### config.mk
export PLATFORM = sky130hd
export DESIGN_NAME = sit_diff
export DESIGN_NICKNAME = d
export VERILOG_FILES = /design/src/sit_pkg.sv /design/src/sit_diff.sv
export SDC_FILE = /design/constraint.sdc
export NUM_CORES = 1
export LEC_CHECK = 0
export ABC_AREA = 1
export BUFFER_PORTS_ARGS = -buffer_cell sky130_fd_sc_hd__buf_4
export CAP_MARGIN = 15
export CORE_MARGIN = 4
export CORE_UTILIZATION = 52
export DETAILED_ROUTE_END_ITERATION = 8
export GPL_TIMING_DRIVEN = 1
export PLACE_DENSITY = 0.82
export SLEW_MARGIN = 20
export SYNTH_ARGS = -nofsm -noshare
export SYNTH_HDL_FRONTEND = slang
export SYNTH_SLANG_ARGS = --single-unit
### constraint.sdc
create_clock -name clk_i -period 9.66 [get_ports clk_i]
set_clock_uncertainty 0.15 [all_clocks]
set_input_delay 1.932 -clock clk_i [delete_from_list [all_inputs] [get_ports clk_i]]
set_output_delay 1.932 -clock clk_i [all_outputs]
set_load 0.01 [all_outputs]
### src/sit_pkg.sv
// shared constants and types for the segment intersection test pipeline
// no dependencies; imported by every module of the block
package sit_pkg;

  // width of each coordinate field on the request port
  localparam int FIELD_W = 16;
  // default coordinate width actually used inside a field
  localparam int COORD_WIDTH_DEF = 16;

  localparam int NUM_FIELD  = 8;
  localparam int NUM_DIFF   = 12;
  localparam int NUM_ORIENT = 4;

  // coordinate order inside the field array
  localparam int IDX_AX1 = 0;
  localparam int IDX_AY1 = 1;
  localparam int IDX_AX2 = 2;
  localparam int IDX_AY2 = 3;
  localparam int IDX_BX1 = 4;
  localparam int IDX_BY1 = 5;
  localparam int IDX_BX2 = 6;
  localparam int IDX_BY2 = 7;

  // difference order: segment directions, then (r - q) pairs per orientation
  localparam int DIFF_DXA = 0;
  localparam int DIFF_DYA = 1;
  localparam int DIFF_DXB = 2;
  localparam int DIFF_DYB = 3;
  localparam int DIFF_R0  = 4;

  typedef enum logic [1:0] {
    ORIENT_COLIN = 2'd0,
    ORIENT_POS   = 2'd1,
    ORIENT_NEG   = 2'd2
  } orient_e;

endpackage

### src/sit_diff.sv
// stage one: coordinate extraction, coordinate differences, bounding box tests
// depends on sit_pkg
module sit_diff import sit_pkg::*; #(
  parameter int CoordWidth = COORD_WIDTH_DEF
) (
  input  logic                         clk_i,
  input  logic                         rst_ni,
  input  logic                         valid_i,
  output logic                         stall_o,
  input  logic [FIELD_W-1:0]           field_i [NUM_FIELD],
  output logic                         valid_o,
  input  logic                         stall_i,
  output logic signed [CoordWidth:0]   diff_o [NUM_DIFF],
  output logic [NUM_ORIENT-1:0]        within_o
);

  localparam int ExtW = (CoordWidth > FIELD_W) ? CoordWidth : FIELD_W;

  logic [ExtW-1:0]                ext   [NUM_FIELD];
  logic signed [CoordWidth-1:0]   coord [NUM_FIELD];
  logic signed [CoordWidth:0]     diff_d [NUM_DIFF];
  logic signed [CoordWidth:0]     diff_q [NUM_DIFF];
  logic [NUM_ORIENT-1:0]          within_d;
  logic [NUM_ORIENT-1:0]          within_q;
  logic                           valid_q;

  // q lies between p and r, either order
  function automatic logic in_range(input logic signed [CoordWidth-1:0] q,
                                    input logic signed [CoordWidth-1:0] p,
                                    input logic signed [CoordWidth-1:0] r);
    return ((q >= p) && (q <= r)) || ((q >= r) && (q <= p));
  endfunction

  function automatic logic signed [CoordWidth:0] sub(
      input logic signed [CoordWidth-1:0] a,
      input logic signed [CoordWidth-1:0] b);
    logic signed [CoordWidth:0] ae;
    logic signed [CoordWidth:0] be;
    ae = (CoordWidth+1)'(a);
    be = (CoordWidth+1)'(b);
    return ae - be;
  endfunction

  // field bits above the coordinate width are ignored, the rest taken as signed; a narrower field is zero-extended
  always_comb begin
    for (int i = 0; i < NUM_FIELD; i++) begin
      ext[i]   = ExtW'(field_i[i]);
      coord[i] = $signed(ext[i][CoordWidth-1:0]);
    end
  end

  always_comb begin
    diff_d[DIFF_DXA]   = sub(coord[IDX_AX2], coord[IDX_AX1]);
    diff_d[DIFF_DYA]   = sub(coord[IDX_AY2], coord[IDX_AY1]);
    diff_d[DIFF_DXB]   = sub(coord[IDX_BX2], coord[IDX_BX1]);
    diff_d[DIFF_DYB]   = sub(coord[IDX_BY2], coord[IDX_BY1]);
    // segment a line against b start and b end, pivot at a end
    diff_d[DIFF_R0+0]  = sub(coord[IDX_BX1], coord[IDX_AX2]);
    diff_d[DIFF_R0+1]  = sub(coord[IDX_BY1], coord[IDX_AY2]);
    diff_d[DIFF_R0+2]  = sub(coord[IDX_BX2], coord[IDX_AX2]);
    diff_d[DIFF_R0+3]  = sub(coord[IDX_BY2], coord[IDX_AY2]);
    // segment b line against a start and a end, pivot at b end
    diff_d[DIFF_R0+4]  = sub(coord[IDX_AX1], coord[IDX_BX2]);
    diff_d[DIFF_R0+5]  = sub(coord[IDX_AY1], coord[IDX_BY2]);
    diff_d[DIFF_R0+6]  = sub(coord[IDX_AX2], coord[IDX_BX2]);
    diff_d[DIFF_R0+7]  = sub(coord[IDX_AY2], coord[IDX_BY2]);
  end

  always_comb begin
    within_d[0] = in_range(coord[IDX_BX1], coord[IDX_AX1], coord[IDX_AX2]) &&
                  in_range(coord[IDX_BY1], coord[IDX_AY1], coord[IDX_AY2]);
    within_d[1] = in_range(coord[IDX_BX2], coord[IDX_AX1], coord[IDX_AX2]) &&
                  in_range(coord[IDX_BY2], coord[IDX_AY1], coord[IDX_AY2]);
    within_d[2] = in_range(coord[IDX_AX1], coord[IDX_BX1], coord[IDX_BX2]) &&
                  in_range(coord[IDX_AY1], coord[IDX_BY1], coord[IDX_BY2]);
    within_d[3] = in_range(coord[IDX_AX2], coord[IDX_BX1], coord[IDX_BX2]) &&
                  in_range(coord[IDX_AY2], coord[IDX_BY1], coord[IDX_BY2]);
  end

  assign stall_o = valid_q && stall_i;

  always_ff @(posedge clk_i or negedge rst_ni) begin
    if (!rst_ni) begin
      valid_q <= 1'b0;
    end else if (!stall_o) begin
      valid_q <= valid_i;
    end
  end

  always_ff @(posedge clk_i) begin
    if (!stall_o && valid_i) begin
      diff_q   <= diff_d;
      within_q <= within_d;
    end
  end

  assign valid_o  = valid_q;
  assign diff_o   = diff_q;
  assign within_o = within_q;

endmodule

## Word level (Yosys, flattened, before mapping)

Cells that the tools add are included.

- Logic and storage cells: 89
- Input bits: 132
- Output and inout port bits: 210
- Register bits: 209

- Order comparisons: 32
- Add/sub/neg operators: 12
- Reductions and logical operators: 31

Operators with widths:

| cell | count |
|---|---|
| $ge 16x16->1 | 16 |
| $le 16x16->1 | 16 |
| $sub 16x16->17 | 12 |
| $logic_and 1x1->1 | 22 |
| $logic_or 1x1->1 | 8 |
| $logic_not 1->1 | 1 |

## Longest topological paths before layout

- Word-level depth: 4
- Depth in mapped cells: 18

## Least setup slack after synthesis

No wires, ideal clock.

- Kind: input to register
- Start point: input port stall_i
- End point: register diff_q, in the netlist diff_o[0], enable pin
- Stages on the path: 3
- Arrival: 10619 ps
- Required time: 8735 ps
- Buffers on the path: 0
- Library setup time: 775 ps
- Slack: -1884 ps
- Path through: nand2_1 > inv_1 > nor2_1

- Word-level cells in the longest chain between the ends: 3

Ends and longest elaborated chain:

| element | line | RTL |
|---|---|---|
| from (decl) | sit_diff.sv:12 | `input logic stall_i,` |
| $logic_and 1x1->1 | sit_diff.sv:80 | `assign stall_o = valid_q && stall_i;` |
| net stall_o | sit_diff.sv:9 | `output logic stall_o,` |
| $logic_not 1->1 | sit_diff.sv:91 | `if (!stall_o && valid_i) begin` |
| $logic_and 1x1->1 | sit_diff.sv:91 |  |
| to (signal assigned) | sit_diff.sv:92 | `diff_q <= diff_d;` |
| to (decl) | sit_diff.sv:22 | `logic signed [CoordWidth:0] diff_q [NUM_DIFF];` |

The timed path passes the listed nets, and every way through them passes these cells.
A chain may end at the register's enable or synchronous reset.

## Worst setup path in the final report

- Start point: input port stall_i
- End point: output port stall_o

- Word-level cells in the longest chain between the ends: 1

Ends and longest elaborated chain:

| element | line |
|---|---|
| $logic_and 1x1->1 | sit_diff.sv:80 |
| to (decl) | sit_diff.sv:9 |

No other way between the ends.

==> Flow_metrics.wiki <==
{| class="wikitable"
! Metric !! Value
|-
| Crit path max fanout || 2
|-
| Final wirelength || a little over 60 mm
|-
| Slew @ Worst Pin || 0.9676 ns
|-
| CTS root buf || sky130_fd_sc_hd__clkbuf_16
|-
| Synthesis warning total || 0
|-
| Layout cell share with drive strength beyond 1 || 0.1680
|-
| Final period util || 0.4559
|-
| Post-Layout Inst Area || 21350 um2
|-
| Data required time of the critical path || 7.58 ns
|-
| Routed via count divided by cell count || 5.551
|-
| Worst min-delay path category || reg -> reg
|-
| CTS H-tree depth || 1
|-
| Cell Area, Placed || 20590 um2
|-
| Height of the die || between 150 and 200 um
|-
| Remaining global-route overflow || 0
|-
| Peak Freq || 227.1 MHz
|-
| Count of antenna diodes in the layout || 0
|-
| Peak supply drop || 0.1068 mV
|-
| Flops & latches, synth || 207
|-
| Final routed DRC violation total || 0
|-
| Number of flops mapped to enable cells by yosys || 206
|-
| Iter 0 DRT Violations || roughly 1700
|-
| Sequential fraction of the synthesis area || 0.3532
|-
| Post-synthesis area per instance || 8.296 um2
|-
| Reg-to-reg startpoint || valid_o$_DFFE_PN0N_
|-
| Minimum clock period after layout || 4.404 ns
|-
| Post-synthesis cell count || 2120
|-
| Starting Density || 0.5258
|-
| Final worst setup slack || 5.256 ns
|-
| Clock Sink Count || 207
|-
| Lkg Pwr || ~11 nW
|-
| Number of instances on the worst hold path || 2
|-
| Pins Over Slew Limit || 0
|-
| Number of buffer cells added on primary ports || approximately 340
|-
| Ys flop type || sky130_fd_sc_hd__edfxtp_1
|-
| Area growth from synthesis to layout || 21.42%
|-
| TritonCTS clock tree || yes
|-
| Number of nets with antenna violations after detailed routing || 0
|-
| Unrepaired setup endpoints after global routing || false
|-
| Netlist cell types || 47
|-
| Hold-fix buffers at CTS || 0
|-
| Post-CTS sizing || 0
|-
| Horizontal die dimension || 191.9 um
|-
| DR vias || 16263
|-
| Startpoint of the lowest-slack hold path || valid_o$_DFFE_PN0N_
|-
| Number of detailed-route iterations in the first pass || 6
|-
| Endpoint kind of the worst setup timing path || primary output
|-
| Critical register-to-register path endpoint || diff_o[118]$_DFFE_PP_
|-
| Global routing usage summed across all routing layers || 0.3289
|-
| Vias in the first global route || 15562
|-
| Total negative slack for setup checks || 0 ns
|-
| Total power consumption of the routed design || approximately 3.2 mW
|-
| Max-cap check violation count || 0
|-
| Fraction of registers with async set/reset || 0.004831
|-
| Hold Crit Endpoint || valid_o$_DFFE_PN0N_
|-
| Worst slack after detailed placement || 5.058 ns
|-
| Clock slew at reported path FFs || 0.06 ns
|-
| Final RePlAce weighted congestion || between 1 and 1.5
|-
| Reg-to-reg slack, setup || 6.76 ns
|-
| Final nets || between 2000 and 3000
|-
| Num CTS Buffers || 23
|-
| PwrDens || 149.0 nW/um2
|-
| Post-synthesis net count || 2496
|-
| Wire length of the first global-routing pass || 92.16 mm
|-
| Cell area after technology mapping || 17590 um2
|-
| Worst Setup Path Type || in -> out
|-
| Number of endpoints with negative hold slack in the final report || 0
|-
| Setup violators final || 0
|-
| Outcome || complete, no violations
|-
| Die Area || roughly 37000 um2
|-
| Maximum number of pins on one net before global-route repair || 78
|-
| Worst setup SP type || input port
|-
| Clk Latency, worst-skew pair || 0.52 ns
|-
| Maximum number of buffers from clock root to sink || 3
|-
| Initial antenna violation count || 1
|-
| Placeable core area || around 33000 um2
|-
| Routed len/inst || 21.22 um
|-
| Count of pins on the block boundary || 342
|-
| Number of placement rows || 67
|-
| Max-slew headroom at the worst pin || 0.3550
|-
| Path depth of the worst reg2reg path || 5
|-
| HPWL after DPL || between 50 and 60 mm
|-
| Worst Path Arrival || approximately 2.3 ns
|-
| Number of buffers added for setup after CTS || 0
|}
[cell usage in the layout, fill, tap and decap left out, types with 12 or more instances in the layout]
cell type                     n
sky130_fd_sc_hd__nand2_1    479
sky130_fd_sc_hd__inv_1      382
sky130_fd_sc_hd__buf_4      344
sky130_fd_sc_hd__ha_1       232
sky130_fd_sc_hd__edfxtp_1   206
sky130_fd_sc_hd__a21oi_1    154
sky130_fd_sc_hd__xor2_1     145
sky130_fd_sc_hd__nor2_1     134
sky130_fd_sc_hd__nand3_1     74
sky130_fd_sc_hd__o21ai_0     39
sky130_fd_sc_hd__o21bai_1    38
sky130_fd_sc_hd__xnor2_1     33
sky130_fd_sc_hd__clkbuf_16   23
sky130_fd_sc_hd__nor3_1      22
sky130_fd_sc_hd__nand4_1     18
sky130_fd_sc_hd__a21o_1      14
sky130_fd_sc_hd__nor4_1      13
sky130_fd_sc_hd__fa_1        12
[critical path, cell delays in order]
cell                      delay [ns]
sky130_fd_sc_hd__buf_4          0.11
sky130_fd_sc_hd__nand2_1        0.06
sky130_fd_sc_hd__inv_1          0.07
sky130_fd_sc_hd__buf_4          0.14
[flip-flops by register name, summed over array words and instances, names as in the netlist]
register and cells:
diff_o 202, valid_o 1, within_o 4
[cell usage after synthesis, types with 6 or more instances]
| cell | instances | area [um2] |
|---|---|---|
| sky130_fd_sc_hd__nand2_1 | 479 | 1798 |
| sky130_fd_sc_hd__inv_1 | 382 | 1434 |
| sky130_fd_sc_hd__ha_1 | 232 | 2903 |
| sky130_fd_sc_hd__edfxtp_1 | 206 | 6186 |
| sky130_fd_sc_hd__a21oi_1 | 154 | 770.7 |
| sky130_fd_sc_hd__xor2_1 | 145 | 1270 |
| sky130_fd_sc_hd__nor2_1 | 135 | 506.7 |
| sky130_fd_sc_hd__nand3_1 | 74 | 370.4 |
| sky130_fd_sc_hd__o21ai_0 | 39 | 195.2 |
| sky130_fd_sc_hd__o21bai_1 | 38 | 285.3 |
| sky130_fd_sc_hd__xnor2_1 | 33 | 289.0 |
| sky130_fd_sc_hd__nor3_1 | 22 | 110.1 |
| sky130_fd_sc_hd__nand4_1 | 18 | 112.6 |
| sky130_fd_sc_hd__a21o_1 | 14 | 105.1 |
| sky130_fd_sc_hd__nor4_1 | 13 | 81.33 |
| sky130_fd_sc_hd__fa_1 | 12 | 240.2 |
| sky130_fd_sc_hd__buf_2 | 11 | 55.05 |
| sky130_fd_sc_hd__nand3b_1 | 11 | 82.58 |
| sky130_fd_sc_hd__o21ai_1 | 11 | 55.05 |
| sky130_fd_sc_hd__buf_4 | 8 | 60.06 |
| sky130_fd_sc_hd__a31oi_1 | 6 | 37.54 |
| sky130_fd_sc_hd__nand2_2 | 6 | 37.54 |
| sky130_fd_sc_hd__o211ai_1 | 6 | 45.04 |
[final cells by class]
| cell class | count | area, um2 |
|---|---|---|
| fill | 2855 | 12090 |
| timing repair buffer | 344 | 2582 |
| multi-input combinational | 1503 | 9783 |
| tap | 448 | 560.5 |
| clock inverter | 11 | 142.6 |
| sequential | 207 | 6211 |
| inverter | 387 | 1453 |
| clock buffer | 30 | 621.8 |
[stage by stage]
step / cells / utilization / hold slack (ns)
6_report: 2930 / 0.6384 / 0.3548
5_1_grt: 2930 / 0.6384 / 0.4027
4_1_cts: 2930 / 0.6384 / 0.3633
3_5_place_dp: 2889 / 0.6156 / 0.3507
3_3_place_gp: 2889 / 0.6156 / 0.3402
2_1_floorplan: 2120 / - / 0.3749
[cell families (layout without fill, tap and decap cells)]
group | after synthesis | in the layout | share of synthesized area
AOI/OAI and AO/OA | 306 | 306 | 0.1036
and+or+nand+nor | 775 | 775 | 0.1849
DFF | 207 | 207 | 0.3532
adders and majority gates | 244 | 244 | 0.1787
buffers and inverters | 410 | 772 | 0.09099
xor gates and xnor gates | 178 | 178 | 0.08865
[metal layers]
metal	routed length [um]	part of all wire	up-vias	global-route usage
met5	16	0.00026	-	0
met4	959	0.015	2	0.05083
met3	5497	0.088	78	0.04326
met2	26700	0.43	768	0.5060
met1	28990	0.47	7783	0.5051
li1	-	-	7632	-
[worst max path at each step]
stage	from	end	slack (ns)	cells past startpoint
after floorplan	stall_i	diff_o[0]$_DFFE_PP_	1.61	3
after global placement	stall_i	diff_o[112]$_DFFE_PP_	5.11	6
after detailed placement	stall_i	diff_o[116]$_DFFE_PP_	5.06	6
after CTS	stall_i	stall_o	5.25	4
after global routing	stall_i	stall_o	5.21	4
final	stall_i	stall_o	5.26	4
[report_power, final]
part | internal, mW | switching [mW] | total (mW)
sequential | 1.15 | 0.0397 | 1.19
combinational | 0.417 | 0.676 | 1.09
clock | 0.534 | 0.368 | 0.902
No activity file was read; power rests on OpenSTA's default activity.
